===== config.mk =====
export PLATFORM = sky130hd
export DESIGN_NAME = binary_to_radix_digit_stream
export DESIGN_NICKNAME = d
export VERILOG_FILES = /design/src/rtl/b2rds_pkg.sv /design/src/rtl/b2rds_ctrl.sv /design/src/rtl/b2rds_dp.sv /design/src/rtl/binary_to_radix_digit_stream.sv
export SDC_FILE = /design/constraint.sdc
export NUM_CORES = 1
export LEC_CHECK = 0
export ABC_AREA = 0
export ABC_CLOCK_PERIOD_IN_PS = 2450
export BUFFER_PORTS_ARGS = -buffer_cell sky130_fd_sc_hd__buf_4
export CAP_MARGIN = 20
export CORE_AREA = 2 2 205 167
export CTS_CLUSTER_DIAMETER = 30
export DETAILED_ROUTE_END_ITERATION = 8
export DIE_AREA = 0 0 207 169
export MAX_ROUTING_LAYER = met4
export PLACE_DENSITY = 0.56
export SYNTH_ARGS = -nofsm -noshare
export SYNTH_HDL_FRONTEND = slang
export SYNTH_SLANG_ARGS = --single-unit

===== constraint.sdc =====
create_clock -name clk -period 2.45 [get_ports clk]
set_input_delay 0.3675 -clock clk [delete_from_list [all_inputs] [get_ports clk]]
set_output_delay 0.3675 -clock clk [all_outputs]
set_load 0.02 [all_outputs]

===== src/rtl/b2rds_pkg.sv =====
// Package for the binary to radix digit stream block.
// Holds the mode codes, controller states, command/status structs and the ASCII map.
// No dependencies.
`timescale 1ns / 1ps

package b2rds_pkg;

    typedef enum logic [1:0] {
        FUNC_BIN   = 2'd0,
        FUNC_OCT   = 2'd1,
        FUNC_HEX   = 2'd2,
        FUNC_WORDS = 2'd3
    } func_t;

    typedef enum logic [1:0] {
        ST_IDLE,
        ST_CONVERT,
        ST_EMIT
    } state_t;

    typedef struct packed {
        logic load;
        logic conv_step;
        logic emit_step;
    } cmd_t;

    typedef struct packed {
        logic conv_last;
        logic emit_last;
    } status_t;

    localparam logic [6:0] ASCII_ZERO = 7'd48;
    localparam logic [6:0] ASCII_A    = 7'd65;

    function automatic logic [6:0] ascii_of_digit(input logic [3:0] d);
        logic [6:0] c;
        if (d > 4'd9)
        begin
            c = ASCII_A + {3'b000, d} - 7'd10;
        end
        else
        begin
            c = ASCII_ZERO + {3'b000, d};
        end
        return c;
    endfunction

endpackage


===== src/rtl/b2rds_ctrl.sv =====
// Controller for the digit stream: load, conversion pass, emission pass.
// Depends on b2rds_pkg.
`timescale 1ns / 1ps

module b2rds_ctrl (
    input  logic               clk,
    input  logic               rst_n,
    input  logic               start,
    input  b2rds_pkg::status_t status,
    output b2rds_pkg::cmd_t    cmd,
    output logic               busy
);

    b2rds_pkg::state_t state_reg;
    b2rds_pkg::state_t state_next;

    always_ff @(posedge clk or negedge rst_n)
    begin
        if (!rst_n)
        begin
            state_reg <= b2rds_pkg::ST_IDLE;
        end
        else
        begin
            state_reg <= state_next;
        end
    end

    always_comb
    begin
        state_next = state_reg;
        unique case (state_reg)
            b2rds_pkg::ST_IDLE:
            begin
                if (start)
                begin
                    state_next = b2rds_pkg::ST_CONVERT;
                end
            end
            b2rds_pkg::ST_CONVERT:
            begin
                if (status.conv_last)
                begin
                    state_next = b2rds_pkg::ST_EMIT;
                end
            end
            b2rds_pkg::ST_EMIT:
            begin
                if (status.emit_last)
                begin
                    state_next = b2rds_pkg::ST_IDLE;
                end
            end
            default:
            begin
                state_next = b2rds_pkg::ST_IDLE;
            end
        endcase
    end

    always_comb
    begin
        cmd  = '0;
        busy = 1'b1;
        unique case (state_reg)
            b2rds_pkg::ST_IDLE:
            begin
                busy     = 1'b0;
                cmd.load = start;
            end
            b2rds_pkg::ST_CONVERT:
            begin
                cmd.conv_step = 1'b1;
            end
            b2rds_pkg::ST_EMIT:
            begin
                cmd.emit_step = 1'b1;
            end
            default:
            begin
                busy = 1'b0;
            end
        endcase
    end

endmodule


===== src/rtl/b2rds_dp.sv =====
// Datapath: digit register, shift or double-dabble conversion, emission shifter.
// Depends on b2rds_pkg.
`timescale 1ns / 1ps

module b2rds_dp #(
    parameter int VALUE_BITS  = 31,
    parameter int DIGIT_SLOTS = 32
) (
    input  logic                  clk,
    input  logic                  rst_n,
    input  b2rds_pkg::cmd_t       cmd,
    input  logic [VALUE_BITS-1:0] value,
    input  logic [1:0]            func,
    output b2rds_pkg::status_t    status,
    output logic                  strobe,
    output logic [3:0]            digit,
    output logic [6:0]            ascii_char,
    output logic                  spell_word,
    output logic                  last
);

    localparam int DW       = 4 * DIGIT_SLOTS;
    localparam int STEP_MAX = (VALUE_BITS > DIGIT_SLOTS) ? VALUE_BITS : DIGIT_SLOTS;
    localparam int SW       = $clog2(STEP_MAX);
    localparam int CW       = $clog2(DIGIT_SLOTS + 1);
    localparam int MW       = (SW > CW) ? SW : CW;
    localparam logic [CW-1:0] SLOTS_C = CW'(DIGIT_SLOTS);

    logic [VALUE_BITS-1:0] num_reg, num_next;
    logic [DW-1:0]         dig_reg, dig_next;
    logic [SW-1:0]         step_reg, step_next;
    logic [CW-1:0]         count_reg, count_next;
    b2rds_pkg::func_t      func_reg, func_next;
    logic                  started_reg, started_next;
    logic                  strobe_reg, strobe_next;
    logic [3:0]            digit_reg;
    logic [6:0]            ascii_reg;
    logic                  spell_reg;
    logic                  last_reg;

    logic [DW-1:0] dig_adj;
    logic [3:0]    low_nib;
    logic [3:0]    top_nib;
    logic          is_words;
    logic          emit_now;

    assign is_words = (func_reg == b2rds_pkg::FUNC_WORDS);
    assign top_nib  = dig_reg[DW-1 -: 4];

    // add-3 correction on every BCD digit ahead of the shift
    always_comb
    begin
        for (int i = 0; i < DIGIT_SLOTS; i++)
        begin
            if (dig_reg[4*i +: 4] >= 4'd5)
            begin
                dig_adj[4*i +: 4] = dig_reg[4*i +: 4] + 4'd3;
            end
            else
            begin
                dig_adj[4*i +: 4] = dig_reg[4*i +: 4];
            end
        end
    end

    always_comb
    begin
        unique case (func_reg)
            b2rds_pkg::FUNC_BIN: low_nib = {3'b000, num_reg[0]};
            b2rds_pkg::FUNC_OCT: low_nib = {1'b0, num_reg[2:0]};
            default:             low_nib = num_reg[3:0];
        endcase
    end

    always_comb
    begin
        if (is_words)
        begin
            emit_now = started_reg || (top_nib != 4'd0);
        end
        else
        begin
            emit_now = (MW'(step_reg) < MW'(count_reg));
        end
    end

    always_comb
    begin
        num_next     = num_reg;
        dig_next     = dig_reg;
        step_next    = step_reg;
        count_next   = count_reg;
        func_next    = func_reg;
        started_next = started_reg;
        strobe_next  = 1'b0;
        if (cmd.load)
        begin
            num_next     = value;
            dig_next     = '0;
            count_next   = '0;
            started_next = 1'b0;
            func_next    = b2rds_pkg::func_t'(func);
            if (b2rds_pkg::func_t'(func) == b2rds_pkg::FUNC_WORDS)
            begin
                step_next = SW'(VALUE_BITS - 1);
            end
            else
            begin
                step_next = SW'(DIGIT_SLOTS - 1);
            end
        end
        else if (cmd.conv_step)
        begin
            if (is_words)
            begin
                dig_next = {dig_adj[DW-2:0], num_reg[VALUE_BITS-1]};
                num_next = {num_reg[VALUE_BITS-2:0], 1'b0};
            end
            else
            begin
                dig_next = {low_nib, dig_reg[DW-1:4]};
                unique case (func_reg)
                    b2rds_pkg::FUNC_BIN: num_next = num_reg >> 1;
                    b2rds_pkg::FUNC_OCT: num_next = num_reg >> 3;
                    default:             num_next = num_reg >> 4;
                endcase
                if ((num_reg != '0) && (count_reg < SLOTS_C))
                begin
                    count_next = count_reg + 1'b1;
                end
            end
            if (step_reg == '0)
            begin
                step_next = SW'(DIGIT_SLOTS - 1);
            end
            else
            begin
                step_next = step_reg - 1'b1;
            end
        end
        else if (cmd.emit_step)
        begin
            dig_next    = {dig_reg[DW-5:0], 4'b0000};
            step_next   = step_reg - 1'b1;
            strobe_next = emit_now;
            if (emit_now)
            begin
                started_next = 1'b1;
            end
        end
    end

    always_ff @(posedge clk or negedge rst_n)
    begin
        if (!rst_n)
        begin
            strobe_reg <= 1'b0;
        end
        else
        begin
            strobe_reg <= strobe_next;
        end
    end

    always_ff @(posedge clk)
    begin
        num_reg     <= num_next;
        dig_reg     <= dig_next;
        step_reg    <= step_next;
        count_reg   <= count_next;
        func_reg    <= func_next;
        started_reg <= started_next;
        if (cmd.emit_step)
        begin
            digit_reg <= top_nib;
            ascii_reg <= b2rds_pkg::ascii_of_digit(top_nib);
            spell_reg <= is_words;
            last_reg  <= (step_reg == '0);
        end
    end

    assign status.conv_last = cmd.conv_step && (step_reg == '0);
    assign status.emit_last = cmd.emit_step && (step_reg == '0);

    assign strobe     = strobe_reg;
    assign digit      = digit_reg;
    assign ascii_char = ascii_reg;
    assign spell_word = spell_reg;
    assign last       = last_reg;

endmodule


===== src/rtl/binary_to_radix_digit_stream.sv =====
// Top level of the binary to radix digit stream block.
// Depends on b2rds_pkg, b2rds_ctrl and b2rds_dp.
`timescale 1ns / 1ps

// A request is taken when start is high and busy is low. Digits come out most
// significant first, one per strobe, with last on the final digit; the
// receiver cannot stall, so each result is valid for exactly one cycle. A
// zero value gives no strobes. In decimal word mode a request runs a
// double-dabble pass of one bit per cycle, then an emission pass of one
// digit slot per cycle; in binary, octal and hexadecimal both passes run
// at one digit slot per cycle. Busy drops on the cycle the last digit is
// shown, so the next request may be taken while that digit is still on
// the ports.

module binary_to_radix_digit_stream #(
    parameter int VALUE_BITS  = 31,
    parameter int DIGIT_SLOTS = 32
) (
    input  logic                  clk,
    input  logic                  rst_n,
    input  logic                  start,
    output logic                  busy,
    input  logic [VALUE_BITS-1:0] value,
    input  logic [1:0]            func,
    output logic                  strobe,
    output logic [3:0]            digit,
    output logic [6:0]            ascii_char,
    output logic                  spell_word,
    output logic                  last
);

    b2rds_pkg::cmd_t    cmd;
    b2rds_pkg::status_t status;

    b2rds_ctrl u_ctrl (
        .clk    (clk),
        .rst_n  (rst_n),
        .start  (start),
        .status (status),
        .cmd    (cmd),
        .busy   (busy)
    );

    b2rds_dp #(
        .VALUE_BITS  (VALUE_BITS),
        .DIGIT_SLOTS (DIGIT_SLOTS)
    ) u_dp (
        .clk        (clk),
        .rst_n      (rst_n),
        .cmd        (cmd),
        .value      (value),
        .func       (func),
        .status     (status),
        .strobe     (strobe),
        .digit      (digit),
        .ascii_char (ascii_char),
        .spell_word (spell_word),
        .last       (last)
    );

`ifndef NO_ASSERTIONS
    a_strobe_from_busy: assert property (@(posedge clk) disable iff (!rst_n)
        strobe |-> $past(busy))
        else $error("result strobe without an active request");

    a_accept_busy: assert property (@(posedge clk) disable iff (!rst_n)
        (start && !busy) |=> busy)
        else $error("accepted request did not raise busy");

    a_last_ends: assert property (@(posedge clk) disable iff (!rst_n)
        (strobe && last) |=> !strobe)
        else $error("strobe directly after final digit");

    a_ascii_range: assert property (@(posedge clk) disable iff (!rst_n)
        strobe |-> ((ascii_char >= 7'd48 && ascii_char <= 7'd57) ||
                    (ascii_char >= 7'd65 && ascii_char <= 7'd70)))
        else $error("ascii character out of range");
`endif

endmodule

==> impl_metrics.tcl <==
set metrics [dict create \
    status "finished, final reports clean" \
    grt_pass1_wl_um 58500 \
    use_met2 0.308 \
    fin_skew_ps 12.0 \
    report.final.slew_viol_count 0 \
    worst_hold_path.endpoint "u_dp.func_reg[0]" \
    ios 51 \
    cts_tree "done" \
    hold_viol 0 \
    place_area_um2 13700 \
    met3_usage 0.0321 \
    syn_area_um2 13000 \
    crit_buf_inv 3 \
    synth_cell_types 59 \
    yosysWarningCount 0 \
    clkPwrFrac 0.141 \
    worst_pin_slew_ps 688 \
    finalNetCount 1645 \
    die_h_um 169 \
    cts_root_buffer "clkbuf_16" \
    port_buffers 50 \
    crit_start "u_ctrl.state_reg[0]" \
    final_antenna_net_count 0 \
    grt_usage 0.208 \
    start_util 0.393 \
    crit_family "buffers and inverters" \
    vias 11500 \
    totalWireLength_um 35700 \
    largest_reg_flops 128 \
    core-area_um2 33000 \
    slowest_stage "ha_4" \
    antenna_cells 0 \
    period_needed_ps 2310 \
    antenna_found_initial 0 \
    crit_path_end_kind "primary output" \
    clk_pin_slew_ps 80 \
    critical_path.startpoint_type "register" \
    setup_viol 0 \
    synth_edf_count 51 \
    ff2ff_setup_slack_ps 470 \
    worstPathRequired_ps 2080 \
    tns_ps 0 \
    drc 0 \
    crit_path_max_fanout 41 \
    reg2reg_from "u_dp.func_reg[0]" \
    r2r_end "u_dp.count_reg[4]" \
    ys.flop_type "dfxtp_1" \
    p_int_w 0.0109 \
    power_switching_w 0.00966 \
    hold_class "input port to register" \
    synthCells 1549 \
    hp-start "func[0]" \
    numCtsBuffers 17 \
    row_count 60 \
    synth_top_area_cell "dfxtp_1" \
    timing.slew.headroom 0.541 \
    reg2reg_depth 7 \
    powerDensity_nw_per_um2 1430 \
    drive_gt1_frac 0.0970 \
    clock_sinks 189 \
    final.period_utilization 0.944 \
    top_usage_layer "met2" \
    max_freq_mhz 432 \
    globalRoute.totalOverflow 0 \
    ys_ff_latch 189 \
    grt_util_met1 0.300 \
    yosys-top-cells-area "dfxtp_1, edfxtp_1, ha_1, a21oi_1, o21ai_0" \
    gp_congestion 0.806 \
    async_flop_share 0.0159 \
    pwr-share-comb 0.520 \
    vias_per_cell 5.83 \
    synth.avg_cell_area_um2 8.39 \
    yosysSeqAreaShare 0.332 \
    fin_area_um2 14400 \
    dieArea_um2 35000 \
    nFillCells 3311 \
    grt_pass1_vias 10800 \
    grt_max_degree 82 \
    cp.arrival_ps 1950 \
    clk_latency_ps 460 \
    synth.most_common_cell "a21oi_1" \
    crit_type "register to primary output" \
    critPathMaxStageDelay_ps 470 \
    clockBufferDepth 2 \
    rsz0062_at_grt "no" \
    drv_cap 0 \
    htree_levels 4 \
    dpl.hpwl_um 22600 \
    swShare 0.470 \
    syn_nets 1660 \
    hold_depth 1 \
    yosys-top-cells-count "a21oi_1, nand2_1, dfxtp_1" \
    pwr-share-seq 0.340 \
    dieWidth_um 207 \
    worstPathCellList "inv_1 > ha_4 > buf_16 > buf_4" \
    p_leak_nw 5.32 \
    drt-initial-drc-count 939 \
    drt_first_pass_iters 5 \
    ir_drop_uv 649 \
    synth.top_cell.area_share 0.208 \
    areaGrowthSynthToFinish_pct 10.7 \
    wl_per_cell_um 18.0 \
]
routing by layer:
metal,vias up,part of all wire
li1,5676,-
met1,5589,0.51
met2,259,0.44
met3,18,0.042
met4,0,0.0075
met5,-,0
stage by stage:
| step | std cells | setup slack, ps | hold WS [ps] | utilization | power (W) |
|---|---|---|---|---|---|
| floorplan | 1549 | 150 | 71.9 | - | 0.0145 |
| global route | 1981 | 79.4 | 110 | 0.436 | 0.0224 |
| global placement | 1946 | 493 | 187 | 0.416 | 0.0173 |
| finish | 1981 | 136 | 137 | 0.436 | 0.0206 |
| detailed placement | 1946 | 472 | 182 | 0.416 | 0.0175 |
| CTS | 1980 | 37.3 | 113 | 0.435 | 0.0205 |
power by group through the flow:
| stage | Combinational (W) | Clock (W) | Sequential (W) |
|---|---|---|---|
| 2_1_floorplan | 0.00835 | 0 | 0.00618 |
| 3_3_place_gp | 0.0103 | 0 | 0.00697 |
| 3_5_place_dp | 0.0105 | 0 | 0.00699 |
| 4_1_cts | 0.0106 | 0.00297 | 0.00692 |
| 5_1_grt | 0.0121 | 0.00310 | 0.00722 |
| 6_report | 0.0107 | 0.00289 | 0.00698 |
how the worst max path moves through the flow:
stage,to,depth (start not counted)
after floorplan,u_dp.num_reg[0],6
after global placement,u_dp.count_reg[1],5
after detailed placement,busy,4
after CTS,busy,4
after global routing,busy,4
final,busy,4
layout by cell type, fill, tap and decap left out, types with 51 or more instances in the layout:
master / instances
a21oi_1: 164
buf_4: 72
dfxtp_1: 135
edfxtp_1: 51
ha_1: 73
inv_1: 75
nand2_1: 138
nor2_1: 129
nor3_1: 63
o21ai_0: 121
final cells by class:
cell class | instances | area, µm² | area share
multi-input cells | 1163 | 7860 | 0.547
well taps | 434 | 543 | 0.0377
flip-flops and latches | 189 | 4310 | 0.300
inverters | 79 | 302 | 0.0210
clock buffers | 17 | 425 | 0.0296
clock inverters | 15 | 161 | 0.0112
repair buffers | 84 | 783 | 0.0544
cell families (layout without fill, tap and decap cells):
kind of cell,after synthesis,after routing,synth area share
AOI/OAI and AO/OA,507,507,0.246
and+or+nand+nor,451,451,0.165
buffers and inverters,197,195,0.0653
DFF,189,189,0.332
adders and majority gates,75,75,0.0722
xor gates and xnor gates,67,67,0.0452
muxes,63,63,0.0743
repair_timing:
| item | CTS | global route |
|---|---|---|
| pin swaps | 1 | 0 |
| gates resized for setup | 1 | 0 |
| endpoints found under the hold margin | 3 | 0 |
| hold buffers | 1 | 0 |
| cloned | 0 | 1 |
| endpoints found under the setup margin | 1 | 1 |
| buffers inserted | 1 | 0 |
Power figures use the tool's default switching activity.
